### src/bmg_pkg.sv
// ----------------------------------------------------------------------------
// Box-Muller sampler package
// Shared constants, the divisor tables of the Horner steps and the queue
// status bundle.
// ----------------------------------------------------------------------------
package bmg_pkg;

    localparam int UNIFORM_BITS = 53;
    localparam int WORD_W       = 64;
    localparam int SIGMA_W      = 12;
    localparam int SAMPLE_W     = 9;

    localparam logic [SIGMA_W-1:0] SIGMA_RESET = 12'd819;

    localparam logic [31:0] ONE_Q30     = 32'h4000_0000;
    localparam logic [31:0] TWO_LN2_Q30 = 32'd1488522236;
    localparam logic [31:0] HALF_PI_Q30 = 32'd1686629713;

    // Horner step index: 0..4 are the cosine steps, 5..8 the sine steps.
    localparam logic [3:0] K_COS_LAST = 4'd4;
    localparam logic [3:0] K_SIN_LAST = 4'd8;

    // Queue status seen by the front and the back.
    typedef struct packed {
        logic full;
        logic empty;
    } bmg_q_status_t;

    // Integer divisor of a Horner step.
    function automatic logic [6:0] horner_div(input logic [3:0] k);
        logic [6:0] d;
        case (k)
            4'd0:    d = 7'd90;
            4'd1:    d = 7'd56;
            4'd2:    d = 7'd30;
            4'd3:    d = 7'd12;
            4'd4:    d = 7'd2;
            4'd5:    d = 7'd72;
            4'd6:    d = 7'd42;
            4'd7:    d = 7'd20;
            4'd8:    d = 7'd6;
            default: d = 7'd2;
        endcase
        return d;
    endfunction

    // floor(2^32 / divisor); the estimate is low by at most one.
    function automatic logic [31:0] horner_recip(input logic [3:0] k);
        logic [31:0] r;
        case (k)
            4'd0:    r = 32'd47721858;
            4'd1:    r = 32'd76695844;
            4'd2:    r = 32'd143165576;
            4'd3:    r = 32'd357913941;
            4'd4:    r = 32'd2147483648;
            4'd5:    r = 32'd59652323;
            4'd6:    r = 32'd102261126;
            4'd7:    r = 32'd214748364;
            4'd8:    r = 32'd715827882;
            default: r = 32'd2147483648;
        endcase
        return r;
    endfunction

endpackage

### src/bmg_front.sv
// ----------------------------------------------------------------------------
// Sampler front
// Accepts random words, drops zero uniforms and pairs the rest.
// ----------------------------------------------------------------------------
module bmg_front #(
    parameter int UB = bmg_pkg::UNIFORM_BITS
) (
    input  logic                          clk,
    input  logic                          rst_n,
    input  logic [bmg_pkg::WORD_W-1:0]    rand_word,
    input  logic                          in_valid,
    output logic                          in_stall,
    input  bmg_pkg::bmg_q_status_t        q_status,
    output logic                          push,
    output logic [2*UB-1:0]               push_data
);

    logic          have_first_reg;
    logic [UB-1:0] first_uniform_reg;
    logic [UB-1:0] uniform;
    logic          accept;
    logic          nonzero;

    assign in_stall = q_status.full;
    assign accept   = in_valid && !in_stall;
    assign uniform  = rand_word[bmg_pkg::WORD_W-1 -: UB];
    assign nonzero  = (uniform != '0);

    // Second uniform of a pair goes to the queue with the first.
    assign push      = accept && nonzero && have_first_reg;
    assign push_data = {first_uniform_reg, uniform};

    always_ff @(posedge clk)
    begin
        if (accept && nonzero && !have_first_reg)
        begin
            first_uniform_reg <= uniform;
        end
    end

    // Pairing flag.
    always_ff @(posedge clk or negedge rst_n)
    begin
        if (!rst_n)
        begin
            have_first_reg <= 1'b0;
        end
        else if (accept && nonzero)
        begin
            have_first_reg <= ~have_first_reg;
        end
    end

endmodule

### config.mk
export PLATFORM = sky130hd
export DESIGN_NAME = bmg_front
export DESIGN_NICKNAME = d
export VERILOG_FILES = /design/src/bmg_pkg.sv /design/src/bmg_front.sv
export SDC_FILE = /design/constraint.sdc
export NUM_CORES = 1
export LEC_CHECK = 0
export ABC_AREA = 1
export BUFFER_PORTS_ARGS = -buffer_cell sky130_fd_sc_hd__buf_2
export CORE_MARGIN = 2
export CORE_UTILIZATION = 36
export DETAILED_ROUTE_END_ITERATION = 16
export PLACE_DENSITY = 0.77
export SETUP_SLACK_MARGIN = 0.02
export SLEW_MARGIN = 20
export SYNTH_ARGS = -nofsm -noshare
export SYNTH_HDL_FRONTEND = slang
export SYNTH_SLANG_ARGS = --single-unit
### constraint.sdc
create_clock -name clk -period 1.9 [get_ports clk]
set_input_delay 0.19 -clock clk [delete_from_list [all_inputs] [get_ports clk]]
set_output_delay 0.19 -clock clk [all_outputs]
set_load 0.02 [all_outputs]
==> run_results.csv <==
group,metric,value,unit
die,die_area,6980,sq um
die,fp-row-count,28,
power_and_ir_drop,power,2570,uW
placed_design,dp_cells,354,
layout,drive_above_1_share,0.611,
layout,layout_common_cells,"buf_2, edfxtp_1, nor2_1",
clocking,root_buffer,"clkbuf_8",
clocking,cts_setup_buffers,0,
yosys,avgSynthCellArea,13.6,sq um
global_routing,grt_usage,0.125,
placed_design,dp_slack,249,ps
routing,drt_iter0_drc,59,
critical_path,endpoint_kind,"primary output",
layout,largest_register_ffs,53,
timing,fin_crit_sh,0.726,
die,die_h,83.6,microns
timing,worst_slew_pin_slew,286,ps
routing,wl,4520,microns
yosys,ys_types,11,
timing,relSlewSlack,0.809,
yosys,syn-num-nets,237,
clocking,htree_levels,2,
timing,timing.hold.ws,80.2,ps
timing,setup_viol,0,
yosys,synth_seq_cells,54,
clocking,clock-sinks,54,
timing,rsz0062_at_grt,"false",
yosys,yosysWarnings,0,
layout,instances_no_fill,363,
global_routing,grt_pass1_vias,1434,
critical_path,path_common_cell,"nor2_1",
timing,hold_viol_final,0,
routing,vias,1545,
timing,slew_viol_final,0,
routing,viasPerCell,4.26,
critical_path,setup.worst_path.start_class,"primary input",
routing,ant_nets,0,
placed_design,gp_congestion,0.715,
routing,drc,0,
clocking,cts_tree,"done",
placed_design,port_buffers,164,
critical_path,path_cells,"buf_2, nor2_1, nand2_1, nor2_1, nand2_1, nor2_1, nand2_1, nand2_2, nor2_1, buf_2",
placed_design,dp_hpwl,3560,microns
layout,finalInstanceArea,2930,sq um
global_routing,grt_pass1_wl,6760,microns
yosys,synth_seq_area_share,0.710,
routing,drt_pre_antenna_iters,4,
timing,max_freq,725,MHz
clocking,post_cts_resized,0,
clocking,clkTransAtPathRegs,100,ps
clocking,cts_made_buffers,5,
critical_path,critPathRequiredTime,1710,ps
placed_design,dpl_cell_area,2820,sq um
layout,fin_nets,356,
timing,skew,10.8,ps
clocking,clock_latency,300,ps
yosys,synth_area,2280,sq um
global_routing,grt_overflow,0,
job,maxCapViolCount,0,
layout,antenna_cells,0,
yosys,syn_inst,168,
power_and_ir_drop,irDropWorstVdd,0.335,mV
routing,wire_per_inst,12.4,microns
worst_hold_path,hp-class,"in2reg",
critical_path,crit_buf_inv,2,
status,status,"finished, final reports clean",
critical_path,slowest_delay,150,ps
critical_path,crit_type,"in2out",
global_routing,grt_max_degree,54,
power_and_ir_drop,power_leakage,0.00133,uW
global_routing,antenna_found_initial,0,
critical_path,slowest_stage,"buf_2",
die,initial_utilization,0.378,
layout,syn_to_final_growth,28.7,%
critical_path,crit_family,"simple AND/OR/NAND/NOR gates",
timing,min_period,1380,ps
clocking,cts_buffer_depth,2,
critical_path,crit_fanout,3,
timing,layout_setup_ws,522,ps
critical_path,arrival,1190,ps
die,die_x,83.6,microns
die,io_pins,177,
power_and_ir_drop,power-per-cell-area,876,nW/um^2
layout,mostFrequentLayoutCell,"buf_2",
die,core,6030,sq um
[synthesized netlist by cell type]
master,number,area [sq um]
buf_4,54,405
edfxtp_1,53,1590
nor2_1,34,128
nand2_1,17,63.8
inv_1,4,15.0
dfrtp_1,1,25.0
nand2_2,1,6.26
nand3_1,1,5.00
nand4_2,1,12.5
nor2_8,1,20.0
or2_1,1,6.26
[layer usage]
| layer | share of wire | wire length [microns] | track usage | up-vias |
|---|---|---|---|---|
| met3 | 0.098 | 444 | 0.0386 | 6 |
| met1 | 0.37 | 1670 | 0.143 | 690 |
| met4 | 0.013 | 60 | 0.0440 | 0 |
| li1 | - | - | - | 744 |
| met2 | 0.52 | 2340 | 0.222 | 105 |
| met5 | 0 | 0 | 0 | - |
[cell families (layout without fill, tap and decap cells)]
family / count (synthesis) / count (layout) / synth area share
flip-flops: 54 / 54 / 0.710
buffers and inverters: 58 / 178 / 0.185
AND/OR/NAND/NOR: 56 / 56 / 0.106
[report_power, final]
| group | leakage [uW] | internal, uW | switching [uW] |
|---|---|---|---|
| sequential | 0.000501 | 1390 | 14.6 |
| clock | 0.0000524 | 395 | 350 |
| combinational | 0.000772 | 140 | 285 |
[timing repair]
item	CTS	global route
hold buffers	1	0
hold endpoints to repair	1	0
endpoints found under the setup margin	0	0
[worst paths after layout]
check	from	to	slack [ps]	cells past startpoint
setup / recovery	rand_word[35]	push	520	10
hold reg to reg	have_first_reg$_DFFE_PN0P_	have_first_reg$_DFFE_PN0P_	480	2
setup reg to reg	have_first_reg$_DFFE_PN0P_	first_uniform_reg[21]$_DFFE_PP_	620	4
hold / removal	rand_word[12]	first_uniform_reg[1]$_DFFE_PP_	80	1
max in group asynchronous	rst_n	have_first_reg$_DFFE_PN0P_	1610	2
min in group asynchronous	rst_n	have_first_reg$_DFFE_PN0P_	200	2
[through the flow]
stage	TNS, ps	util
3_5_place_dp	0	0.467
3_3_place_gp	0	0.467
5_1_grt	0	0.487
6_report	0	0.487
4_1_cts	0	0.487
2_1_floorplan	-569	-
[final cells by class]
type	count	area, sq um
clock inverters	1	30.0
flip-flops and latches	54	1620
well taps	75	93.8
fillers	567	3090
repair buffers	166	851
inverters	4	18.8
multi-input cells	56	246
clock buffers	7	76.3
Power figures use the tool's default switching activity.
