## config.mk

```make
export PLATFORM = sky130hd
export DESIGN_NAME = bmg_queue
export DESIGN_NICKNAME = d
export VERILOG_FILES = /design/src/bmg_pkg.sv /design/src/bmg_queue.sv
export SDC_FILE = /design/constraint.sdc
export NUM_CORES = 1
export LEC_CHECK = 0
export BUFFER_PORTS_ARGS = -buffer_cell sky130_fd_sc_hd__buf_2
export CAP_MARGIN = 10
export CORE_ASPECT_RATIO = 0.8
export CORE_MARGIN = 5
export CORE_UTILIZATION = 58
export CTS_BUF_LIST = sky130_fd_sc_hd__clkbuf_8
export DETAILED_ROUTE_END_ITERATION = 7
export PLACE_DENSITY = 0.84
export SETUP_SLACK_MARGIN = 0.05
export SLEW_MARGIN = 0
export SYNTH_ARGS = -nofsm -noshare
export SYNTH_HDL_FRONTEND = slang
export SYNTH_SLANG_ARGS = --single-unit
```

## constraint.sdc

```tcl
create_clock -name clk -period 12.3 [get_ports clk]
set_input_delay 2.46 -clock clk [delete_from_list [all_inputs] [get_ports clk]]
set_output_delay 2.46 -clock clk [all_outputs]
set_load 0.01 [all_outputs]
```

## src/bmg_pkg.sv

```systemverilog
// ----------------------------------------------------------------------------
// Box-Muller sampler package
// Shared constants, the divisor tables of the Horner steps and the queue
// status bundle.
// ----------------------------------------------------------------------------
package bmg_pkg;

    localparam int UNIFORM_BITS = 53;
    localparam int WORD_W       = 64;
    localparam int SIGMA_W      = 12;
    localparam int SAMPLE_W     = 9;

    localparam logic [SIGMA_W-1:0] SIGMA_RESET = 12'd819;

    localparam logic [31:0] ONE_Q30     = 32'h4000_0000;
    localparam logic [31:0] TWO_LN2_Q30 = 32'd1488522236;
    localparam logic [31:0] HALF_PI_Q30 = 32'd1686629713;

    // Horner step index: 0..4 are the cosine steps, 5..8 the sine steps.
    localparam logic [3:0] K_COS_LAST = 4'd4;
    localparam logic [3:0] K_SIN_LAST = 4'd8;

    // Queue status seen by the front and the back.
    typedef struct packed {
        logic full;
        logic empty;
    } bmg_q_status_t;

    // Integer divisor of a Horner step.
    function automatic logic [6:0] horner_div(input logic [3:0] k);
        logic [6:0] d;
        case (k)
            4'd0:    d = 7'd90;
            4'd1:    d = 7'd56;
            4'd2:    d = 7'd30;
            4'd3:    d = 7'd12;
            4'd4:    d = 7'd2;
            4'd5:    d = 7'd72;
            4'd6:    d = 7'd42;
            4'd7:    d = 7'd20;
            4'd8:    d = 7'd6;
            default: d = 7'd2;
        endcase
        return d;
    endfunction

    // floor(2^32 / divisor); the estimate is low by at most one.
    function automatic logic [31:0] horner_recip(input logic [3:0] k);
        logic [31:0] r;
        case (k)
            4'd0:    r = 32'd47721858;
            4'd1:    r = 32'd76695844;
            4'd2:    r = 32'd143165576;
            4'd3:    r = 32'd357913941;
            4'd4:    r = 32'd2147483648;
            4'd5:    r = 32'd59652323;
            4'd6:    r = 32'd102261126;
            4'd7:    r = 32'd214748364;
            4'd8:    r = 32'd715827882;
            default: r = 32'd2147483648;
        endcase
        return r;
    endfunction

endpackage

```

## src/bmg_queue.sv

```systemverilog
// ----------------------------------------------------------------------------
// Pair queue
// Two-entry queue of uniform pairs between the front and the back.
// ----------------------------------------------------------------------------
module bmg_queue #(
    parameter int W = 2 * bmg_pkg::UNIFORM_BITS
) (
    input  logic                   clk,
    input  logic                   rst_n,
    input  logic                   push,
    input  logic [W-1:0]           push_data,
    input  logic                   pop,
    output logic [W-1:0]           head_data,
    output bmg_pkg::bmg_q_status_t status
);

    logic [W-1:0] slot_reg [2];
    logic         wr_ptr_reg;
    logic         rd_ptr_reg;
    logic [1:0]   count_reg;

    // Entry storage.
    always_ff @(posedge clk)
    begin
        if (push)
        begin
            slot_reg[wr_ptr_reg] <= push_data;
        end
    end

    // Pointers and fill count.
    always_ff @(posedge clk or negedge rst_n)
    begin
        if (!rst_n)
        begin
            wr_ptr_reg <= 1'b0;
            rd_ptr_reg <= 1'b0;
            count_reg  <= 2'd0;
        end
        else
        begin
            if (push)
            begin
                wr_ptr_reg <= ~wr_ptr_reg;
            end
            if (pop)
            begin
                rd_ptr_reg <= ~rd_ptr_reg;
            end
            if (push && !pop)
            begin
                count_reg <= count_reg + 2'd1;
            end
            else if (pop && !push)
            begin
                count_reg <= count_reg - 2'd1;
            end
        end
    end

    assign head_data    = slot_reg[rd_ptr_reg];
    assign status.full  = (count_reg == 2'd2);
    assign status.empty = (count_reg == 2'd0);

    // The front never pushes into a full queue.
    assert property (@(posedge clk) disable iff (!rst_n) !(push && status.full))
        else $error("push into full pair queue");

    // The back never pops an empty queue.
    assert property (@(posedge clk) disable iff (!rst_n) pop |-> !status.empty)
        else $error("pop from empty pair queue");

    // The fill count stays within the two entries.
    assert property (@(posedge clk) disable iff (!rst_n) count_reg != 2'd3)
        else $error("pair queue count out of range");

endmodule

```

==> summary.txt, run 1 <==
Status
  – Status: completed

Logic synthesis
  – Post-synth top area share: 0.8008
  – Synth unique cells: 13
  – Syn nets: roughly 460
  – Seq/Total Area, Yosys: 0.8133
  – Post-synthesis instance area: 0.007950 mm²
  – Yosys warns: 0
  – Syn_area_per_cell: 22.98 µm²
  – Post-synth top area cell: edfxtp_1
  – Synth area leaders: edfxtp_1 (80%), mux2_2 (11%), mux2_4 (5.7%), dfrtp_1 (1.3%), buf_6 (0.71%)
  – Cells after synthesis: 346
  – Synth Register Bits: ~220

Timing
  – Final setup vio count: 0
  – TNS Setup: 0 ns
  – Final Skew: 0.02348 ns
  – Relative slew slack: 0.4279
  – Final period util: 0.4321
  – Period minus WS final: 5.315 ns
  – Worst-margin pin slew: 0.8581 ns
  – Fmax: 188.2 MHz
  – RSZ-0062 raised after global routing: false
  – Final Max Tran Viols: 0
  – Endpoints failing hold: 0

Power
  – LEAKAGE: 3.806 nW
  – VDD IR max: 0.1302 mV
  – P per Cell Area: 220.3 mW/mm²

Layout
  – Multi-input gate area: 0.001399 mm²
  – Storage cell area: 0.006470 mm²
  – Layout cells sized above 1: 0.5970
  – Final Non-Filler Cells: between 700 and 800
  – Max reg flops: ~210
  – Fillers: 860
  – # diodes: 0
  – Commonest cells after routing, fill and taps aside: buf_2 (217), edfxtp_1 (212), mux2_2 (76)
  – Commonest non-fill, non-tap cell in the layout: buf_2
  – Fin nets: 699
  – Area Growth Syn to Fin: 22.33%

GRT
  – GRT Resource Usage Total: 0.1842
  – Initial antenna violation count: 2
  – Largest net degree at the start of global routing: 64
  – First-pass GRT wire length: 23240 µm
  – Grt total ovfl: 0
  – Vias in the first global route: 4474

Setup path
  – R2R cell count: 2
  – Crit start category: flip-flop
  – Crit-path max FO: 63
  – Crit end category: primary output
  – Crit path kind: flip-flop to primary output
  – Worst path arrival time: roughly 2.9 ns
  – CP Data Required Time: 9.84 ns

Detailed routing
  – Routed Antenna Nets: 0
  – Total Wirelength: 15050 µm
  – Via density: just over 5
  – DRT Pass-1 Iters: 4
  – Initial DRC Count: 247
  – DRC Markers: 0
  – Avg WL per Cell: 19.09 µm
  – DR vias: a little over 4000

CTS
  – CTS resizes: 0
  – CTS Buf Count: 31
  – # hold bufs at CTS: 0
  – CTS tree: built
  – Post-CTS Setup Inserts: 0
  – Clock Latency Late Sink: 0.52 ns
  – Bufs on Longest Clock Path: 3
  – H-tree depth: 1
  – Clock sinks: 216
  – Clock transition at path regs: 0.06 ns
  – CTS root buf: clkbuf_8

Placed design
  – GPL Wtd Cong: 0.7719
  – Inst Count DP: 735
  – Hpwl dp: 10300 µm
  – I/O Buffers: 217

Min path
  – Worst Hold Class: flip-flop to flip-flop
  – Hold path cells: 1

Die
  – Rows: 38
  – Die area: 0.01616 mm²
  – Io pins: 218
  – Die span in x: 140.9 µm
  – Die height: about 110 µm
  – Core area: 0.01350 mm²
  – Initial Util: 0.5888

Flow run
  – # Max-Cap Violations: 0
-- synth_stat cells (all sizes together) --
cell type	count
and2	1
buf	12
dfrtp	4
edfxtp	212
ha	1
inv	1
mux2	106
nor2	2
nor2b	2
xnor2	1
xor2	4
-- through the flow --
stage                     area [µm²]  total power, W  setup slack, ns  utilization  hold WS (ns)
after floorplan                 7950        0.001481            4.647            -        0.4555
after global placement          9214        0.001677            7.522       0.6824        0.4716
after detailed placement        9214        0.001700            7.497       0.6824        0.4835
after CTS                       9726        0.002172            6.934       0.7203        0.4969
after global routing            9726        0.002257            6.821       0.7203        0.5239
final                           9726        0.002143            6.985       0.7203        0.4922
-- layer usage --
metal  share of wire  routed length, µm  GRT usage  vias to the layer above
met2            0.49               7331     0.3068                      186
li1                -                  -          -                     1853
met5          0.0020                 30          0                        -
met4           0.011                164    0.04196                        4
met1            0.41               6124     0.2375                     1982
met3           0.093               1393    0.06555                       17
-- worst paths after layout --
check	start	to	slack, ns
hold / removal	count_reg[1]	count_reg[1]	0.49
setup reg to reg	wr_ptr_reg	slot_reg[1][20]	10.08
hold reg to reg	count_reg[1]	count_reg[1]	0.49
max in group asynchronous	rst_n	rd_ptr_reg	10.42
min in group asynchronous	rst_n	count_reg[1]	1.73
setup / recovery	rd_ptr_reg	head_data[9]	6.99
-- report_power, final --
group          switching (W)  total (W)  internal (W)
combinational       0.000317   0.000624      0.000307
sequential         0.0000701    0.00105      0.000979
clock               0.000238   0.000470      0.000232
-- kinds of logic (layout without fill, tap and decap cells) --
| group | Yosys count | count (layout) | share of synthesized area |
|---|---|---|---|
| mux | 106 | 106 | 0.1643 |
| fa+ha+maj | 1 | 1 | 0.001574 |
| flops | 216 | 216 | 0.8133 |
| xor+xnor | 5 | 5 | 0.005508 |
| simple gates | 5 | 5 | 0.003306 |
| buf+inv | 13 | 275 | 0.01196 |
-- worst max-delay path, stage by stage (launching register included) --
cell	delay (ns)
dfrtp_4	0.91
buf_4	0.76
mux2_2	0.43
buf_2	0.14
-- cell type report --
type / count / share of cell area
sequential: 216 / 0.6653
multi-input combinational: 117 / 0.1438
timing repair buffer: 221 / 0.1148
clock buffer: 31 / 0.04387
tap: 180 / 0.02316
clock inverter: 22 / 0.008748
inverter: 1 / 0.0003860
(Power assumes the default switching activity.)
==> inputs of run 2 (changes only) <==
--- a/config.mk
+++ b/config.mk
@@ -9,10 +9,10 @@
 export CAP_MARGIN = 10
 export CORE_ASPECT_RATIO = 0.8
 export CORE_MARGIN = 5
-export CORE_UTILIZATION = 58
+export CORE_UTILIZATION = 49
 export CTS_BUF_LIST = sky130_fd_sc_hd__clkbuf_8
 export DETAILED_ROUTE_END_ITERATION = 7
-export PLACE_DENSITY = 0.84
+export PLACE_DENSITY = 0.75
 export SETUP_SLACK_MARGIN = 0.05
 export SLEW_MARGIN = 0
 export SYNTH_ARGS = -nofsm -noshare
==> constraint.sdc (replaced) <==
create_clock -name clk -period 4.65 [get_ports clk]
set_input_delay 0.93 -clock clk [delete_from_list [all_inputs] [get_ports clk]]
set_output_delay 0.93 -clock clk [all_outputs]
set_load 0.01 [all_outputs]
==> run 2 against run 1 <==
  * Setup slack lost 5.7 ns
  * Power grew to 2.8 times the previous value
  * Die area grew 17%
  * Via count grew 1.3%
  * Non-clock buffer count grew 1
==> summary.txt, run 2 (same netlist as run 1, synthesis figures left out) <==
Timing
  – Fmax: slightly below 300 MHz
  – Final setup vio count: 0
  – Relative slew slack: 0.4162
  – Worst-margin pin slew: between 0.8 and 0.9 ns
  – TNS Setup: 0 ns
  – Endpoints failing hold: 0
  – Final Skew: 0.01654 ns
  – RSZ-0062 raised after global routing: false
  – Final Max Tran Viols: 0
  – Period minus WS final: 3.359 ns
  – Final period util: 0.7225

Detailed routing
  – DR vias: a little over 4000
  – Initial DRC Count: 193
  – Routed Antenna Nets: 0
  – Via density: 4.934
  – DRC Markers: 0
  – DRT Pass-1 Iters: 5
  – Total Wirelength: roughly 16000 µm
  – Avg WL per Cell: 19.11 µm

Die
  – Die span in x: 152.4 µm
  – Core area: 0.01585 mm²
  – Rows: just over 40
  – Initial Util: 0.5015
  – Io pins: roughly 220
  – Die area: approximately 0.019 mm²
  – Die height: 123.9 µm

Setup path
  – Worst path arrival time: 2.43 ns
  – CP Data Required Time: 3.72 ns
  – R2r endpoint: slot_reg[1][84]
  – R2R cell count: 2
  – Reg2reg start: wr_ptr_reg
  – Crit end category: primary output
  – Crit-path max FO: between 60 and 70
  – Crit start category: flip-flop
  – Register-to-Register Setup Slack: around 2.7 ns
  – Crit path kind: flip-flop to primary output

GRT
  – Largest net degree at the start of global routing: 66
  – GRT Resource Usage Total: 0.1659
  – First-pass GRT wire length: roughly 24000 µm
  – Vias in the first global route: between 4000 and 5000
  – Grt total ovfl: 0
  – Initial antenna violation count: 3

Layout
  – Storage cell area: 0.006470 mm²
  – Post-route cell area: between 0.009 and 0.01 mm²
  – Area Growth Syn to Fin: 24.90%
  – Fin nets: just over 700
  – # diodes: 0
  – Multi-input gate area: 0.001399 mm²
  – Layout cells sized above 1: 0.6065
  – Commonest non-fill, non-tap cell in the layout: buf_2
  – Fillers: 1130
  – Commonest cells after routing, fill and taps aside: buf_2 (217), edfxtp_1 (212), mux2_2 (76)
  – Max reg flops: 212

Power
  – Switching power: 0.001723 W
  – P per Cell Area: 602.2 mW/mm²
  – VDD IR max: 0.3388 mV
  – Switch share: 0.2881
  – Logic pwr share: 0.279
  – Sequential Power Share: 0.463
  – Clock share of power: 0.257
  – LEAKAGE: roughly 3.9 nW
  – Int Pwr: ~0.0043 W

CTS
  – CTS root buf: clkbuf_8
  – CTS Buf Count: 35
  – CTS tree: built
  – Clock transition at path regs: 0.06 ns
  – CTS resizes: 0
  – Post-CTS Setup Inserts: 0
  – Bufs on Longest Clock Path: 3
  – # hold bufs at CTS: 0
  – Clock sinks: 216
  – H-tree depth: 2
  – Clock Latency Late Sink: 0.49 ns

Placed design
  – GPL Wtd Cong: 0.7398
  – I/O Buffers: 217
  – Hpwl dp: 10310 µm
  – Area of placed instances: 0.009278 mm²

Status
  – Status: completed

Flow run
  – # Max-Cap Violations: 0

Min path
  – Worst Hold Class: input port to asynchronous set/reset pin
-- run 2: worst max-delay path, cell delays in order (launching register included) --
cell and delay, ns:
dfrtp_4 0.88, buf_12 0.39, mux2_2 0.40, buf_2 0.14
-- run 2: worst max-delay path by stage --
stage                from        endpoint  slack (ns)
2_1_floorplan        push  slot_reg[0][0]        0.52
3_3_place_gp   rd_ptr_reg   head_data[23]        1.81
3_5_place_dp   rd_ptr_reg   head_data[23]        1.79
4_1_cts        rd_ptr_reg   head_data[23]        1.26
5_1_grt        rd_ptr_reg   head_data[95]        1.19
6_report       rd_ptr_reg   head_data[95]        1.29
-- run 2: cell type report --
class,instances,share of cell area
clock inverters,22,0.01436
inverters,1,0.0003780
flip-flops and latches,216,0.6516
clock buffers,37,0.05129
repair buffers,222,0.1144
multi-input cells,117,0.1409
well taps,215,0.02709
-- run 2: through the flow --
| step | cells | util | power, W | worst slack, ns | hold WS, ns |
|---|---|---|---|---|---|
| global placement | 771 | 0.5853 | 0.004472 | 1.807 | 0.4703 |
| global route | 830 | 0.6264 | 0.006301 | 1.186 | 0.2239 |
| detailed placement | 771 | 0.5853 | 0.004517 | 1.792 | 0.5014 |
| finish | 830 | 0.6264 | 0.005980 | 1.291 | 0.2481 |
| floorplan | 346 | - | 0.003900 | 0.5169 | 0.4563 |
| CTS | 830 | 0.6264 | 0.006075 | 1.257 | 0.2154 |
-- run 2: metal layers --
layer / track usage / vias up / wire (µm) / part of all wire
li1: - / 1872 / - / -
met1: 0.2112 / 1989 / 6418 / 0.40
met2: 0.2644 / 199 / 7566 / 0.48
met3: 0.06634 / 29 / 1580 / 0.10
met4: 0.05620 / 6 / 263 / 0.017
met5: 0 / - / 34 / 0.0021
-- run 2: power by group through the flow --
stage               clock, W  combinational, W  sequential (W)
floorplan                  0           0.00118         0.00272
global placement           0           0.00168         0.00279
detailed placement         0           0.00170         0.00282
CTS                  0.00159           0.00171         0.00278
global route         0.00169           0.00181         0.00280
finish               0.00154           0.00167         0.00277
==> inputs of run 3 (changes only) <==
--- a/config.mk
+++ b/config.mk
@@ -9,10 +9,10 @@
 export CAP_MARGIN = 10
 export CORE_ASPECT_RATIO = 0.8
 export CORE_MARGIN = 5
-export CORE_UTILIZATION = 49
+export CORE_UTILIZATION = 54
 export CTS_BUF_LIST = sky130_fd_sc_hd__clkbuf_8
 export DETAILED_ROUTE_END_ITERATION = 7
-export PLACE_DENSITY = 0.75
+export PLACE_DENSITY = 0.79
 export SETUP_SLACK_MARGIN = 0.05
 export SLEW_MARGIN = 0
 export SYNTH_ARGS = -nofsm -noshare
==> constraint.sdc (replaced) <==
create_clock -name clk -period 3.4 [get_ports clk]
set_input_delay 0.68 -clock clk [delete_from_list [all_inputs] [get_ports clk]]
set_output_delay 0.68 -clock clk [all_outputs]
set_load 0.01 [all_outputs]
==> run 3 against run 2 <==
  * Highest routed layer unchanged
  * Critical path depth did not move
  * Global-route usage rose by 0.36 points
  * Power rose by 33%
  * Sequential share of layout area rose by 0.40 points
  * Via count fell by 0.42%
  * Count of clock-buffer cells in the layout did not move
  * Register-to-register slack got worse by 0.98 ns
  * Combinational power rose by 44%
  * Core utilization rose by 6.2 points
  * Sequential power rose by 32%
==> summary.txt, run 3 (same netlist as run 1, synthesis figures left out) <==
Status
  – Status: completed

Placed design
  – Inst Count DP: between 700 and 800
  – I/O Buffers: approximately 220
  – Hpwl dp: ~10000 µm
  – GPL Wtd Cong: ~0.8

GRT
  – Largest net degree at the start of global routing: 108
  – Initial antenna violation count: 2
  – Vias in the first global route: around 4500
  – Grt total ovfl: 0
  – First-pass GRT wire length: 23340 µm
  – GRT Resource Usage Total: 0.1695

Die
  – Core area: between 0.01 and 0.015 mm²
  – Die span in x: about 150 µm
  – Initial Util: 0.5542
  – Rows: 39
  – Io pins: 218
  – Die height: 118.5 µm
  – Die area: 0.01726 mm²

Layout
  – Commonest cells after routing, fill and taps aside: buf_2 (217), edfxtp_1 (212), mux2_2 (76)
  – Area Growth Syn to Fin: 24.14%
  – Max reg flops: 212
  – Fillers: ~950
  – # diodes: 0
  – Final Non-Filler Cells: 800
  – Commonest non-fill, non-tap cell in the layout: buf_2
  – Layout cells sized above 1: 0.5990
  – Fin nets: 705

Setup path
  – Reg2reg start: wr_ptr_reg
  – Crit path kind: flip-flop to primary output
  – Worst path arrival time: 2.02 ns
  – R2r endpoint: slot_reg[1][56]
  – Crit end category: primary output
  – Crit start category: flip-flop
  – Register-to-Register Setup Slack: 1.67 ns
  – Crit-path max FO: 107
  – CP Data Required Time: between 2 and 3 ns
  – R2R cell count: 2

CTS
  – # hold bufs at CTS: 1
  – Post-CTS Setup Inserts: 0
  – Clock transition at path regs: around 0.06 ns
  – Clock sinks: 216
  – CTS tree: built
  – CTS root buf: clkbuf_8
  – CTS Buf Count: 35
  – CTS resizes: 0
  – Clock Latency Late Sink: 0.47 ns
  – H-tree depth: 2
  – Bufs on Longest Clock Path: 3

Power
  – P per Cell Area: 806.9 mW/mm²
  – LEAKAGE: a little under 4 nW
  – VDD IR max: 0.5011 mV

Detailed routing
  – Initial DRC Count: 204
  – DRT Pass-1 Iters: 4
  – Via density: 5.098
  – DRC Markers: 0
  – Total Wirelength: 15100 µm
  – DR vias: 4078
  – Routed Antenna Nets: 0
  – Avg WL per Cell: roughly 19 µm

Timing
  – Final setup vio count: 0
  – Endpoints failing hold: 0
  – Hold_ws: 0.3860 ns
  – RSZ-0062 raised after global routing: false
  – Relative slew slack: 0.5576
  – Worst-margin pin slew: 0.6637 ns
  – Final period util: 0.7941
  – Final Max Tran Viols: 0
  – Period minus WS final: 2.700 ns
  – TNS Setup: 0 ns
  – Final Skew: ~0.017 ns
  – Fmax: around 370 MHz

Min path
  – Hold path cells: 1
  – Hold endpoint: slot_reg[0][21]
  – Worst Hold Class: input port to flip-flop
  – Worst Hold Launch: push_data[21]

Flow run
  – # Max-Cap Violations: 0
==> run 3: changes by cell type in the layout (fill, tap and decap cells not counted) <==
cell / delta
inv_1: +10
clkinv_1: -6
clkinvlp_4: +1
clkinv_2: -2
dlygate4sd3_1: +1
clkinv_4: -1
buf_4: -2
bufinv_16: -2
buf_12: +2
==> run 3: routing by layer <==
| layer | vias to the layer above | global-route usage | wire, µm |
|---|---|---|---|
| li1 | 1876 | - | - |
| met1 | 1981 | 0.2063 | 6024 |
| met2 | 185 | 0.2771 | 7217 |
| met3 | 32 | 0.07154 | 1518 |
| met4 | 4 | 0.05536 | 313 |
| met5 | - | 0 | 21 |
==> run 3: critical path, stage by stage, from the launching register on <==
cell	delay, ns
dfrtp_4	0.41
buf_12	0.47
mux2_2	0.43
buf_2	0.14
==> run 3: final cells by class <==
type | instances | area, µm² | area share
clock inverter | 22 | 86.33 | 0.008747
sequential | 216 | 6470 | 0.6556
clock buffer | 37 | 509.2 | 0.05160
tap | 184 | 230.2 | 0.02333
inverter | 1 | 3.754 | 0.0003803
multi-input combinational | 117 | 1399 | 0.1417
timing repair buffer | 223 | 1171 | 0.1187
==> run 3: worst max path at each step <==
| stage | start | end | depth (start not counted) |
|---|---|---|---|
| 3_5_place_dp | rd_ptr_reg | head_data[26] | 3 |
| 3_3_place_gp | rd_ptr_reg | head_data[3] | 3 |
| 6_report | rd_ptr_reg | head_data[45] | 3 |
| 2_1_floorplan | push | slot_reg[0][0] | 1 |
| 4_1_cts | rd_ptr_reg | head_data[45] | 3 |
| 5_1_grt | rd_ptr_reg | head_data[45] | 3 |
==> run 3: power by group <==
group	switching, W	internal, W	total, W
sequential	0.000128	0.00354	0.00366
combinational	0.00127	0.00115	0.00241
clock	0.000892	0.000995	0.00189
==> run 3: through the flow <==
step           setup WS, ns  utilization  total power [W]  cell area (µm²)
2_1_floorplan        0.6914            -         0.005307             7959
3_3_place_gp          1.207       0.6457         0.006107             9264
3_5_place_dp          1.211       0.6457         0.006179             9264
4_1_cts              0.6711       0.6879         0.008092             9869
5_1_grt              0.6148       0.6879         0.008387             9869
6_report             0.7002       0.6879         0.007964             9869
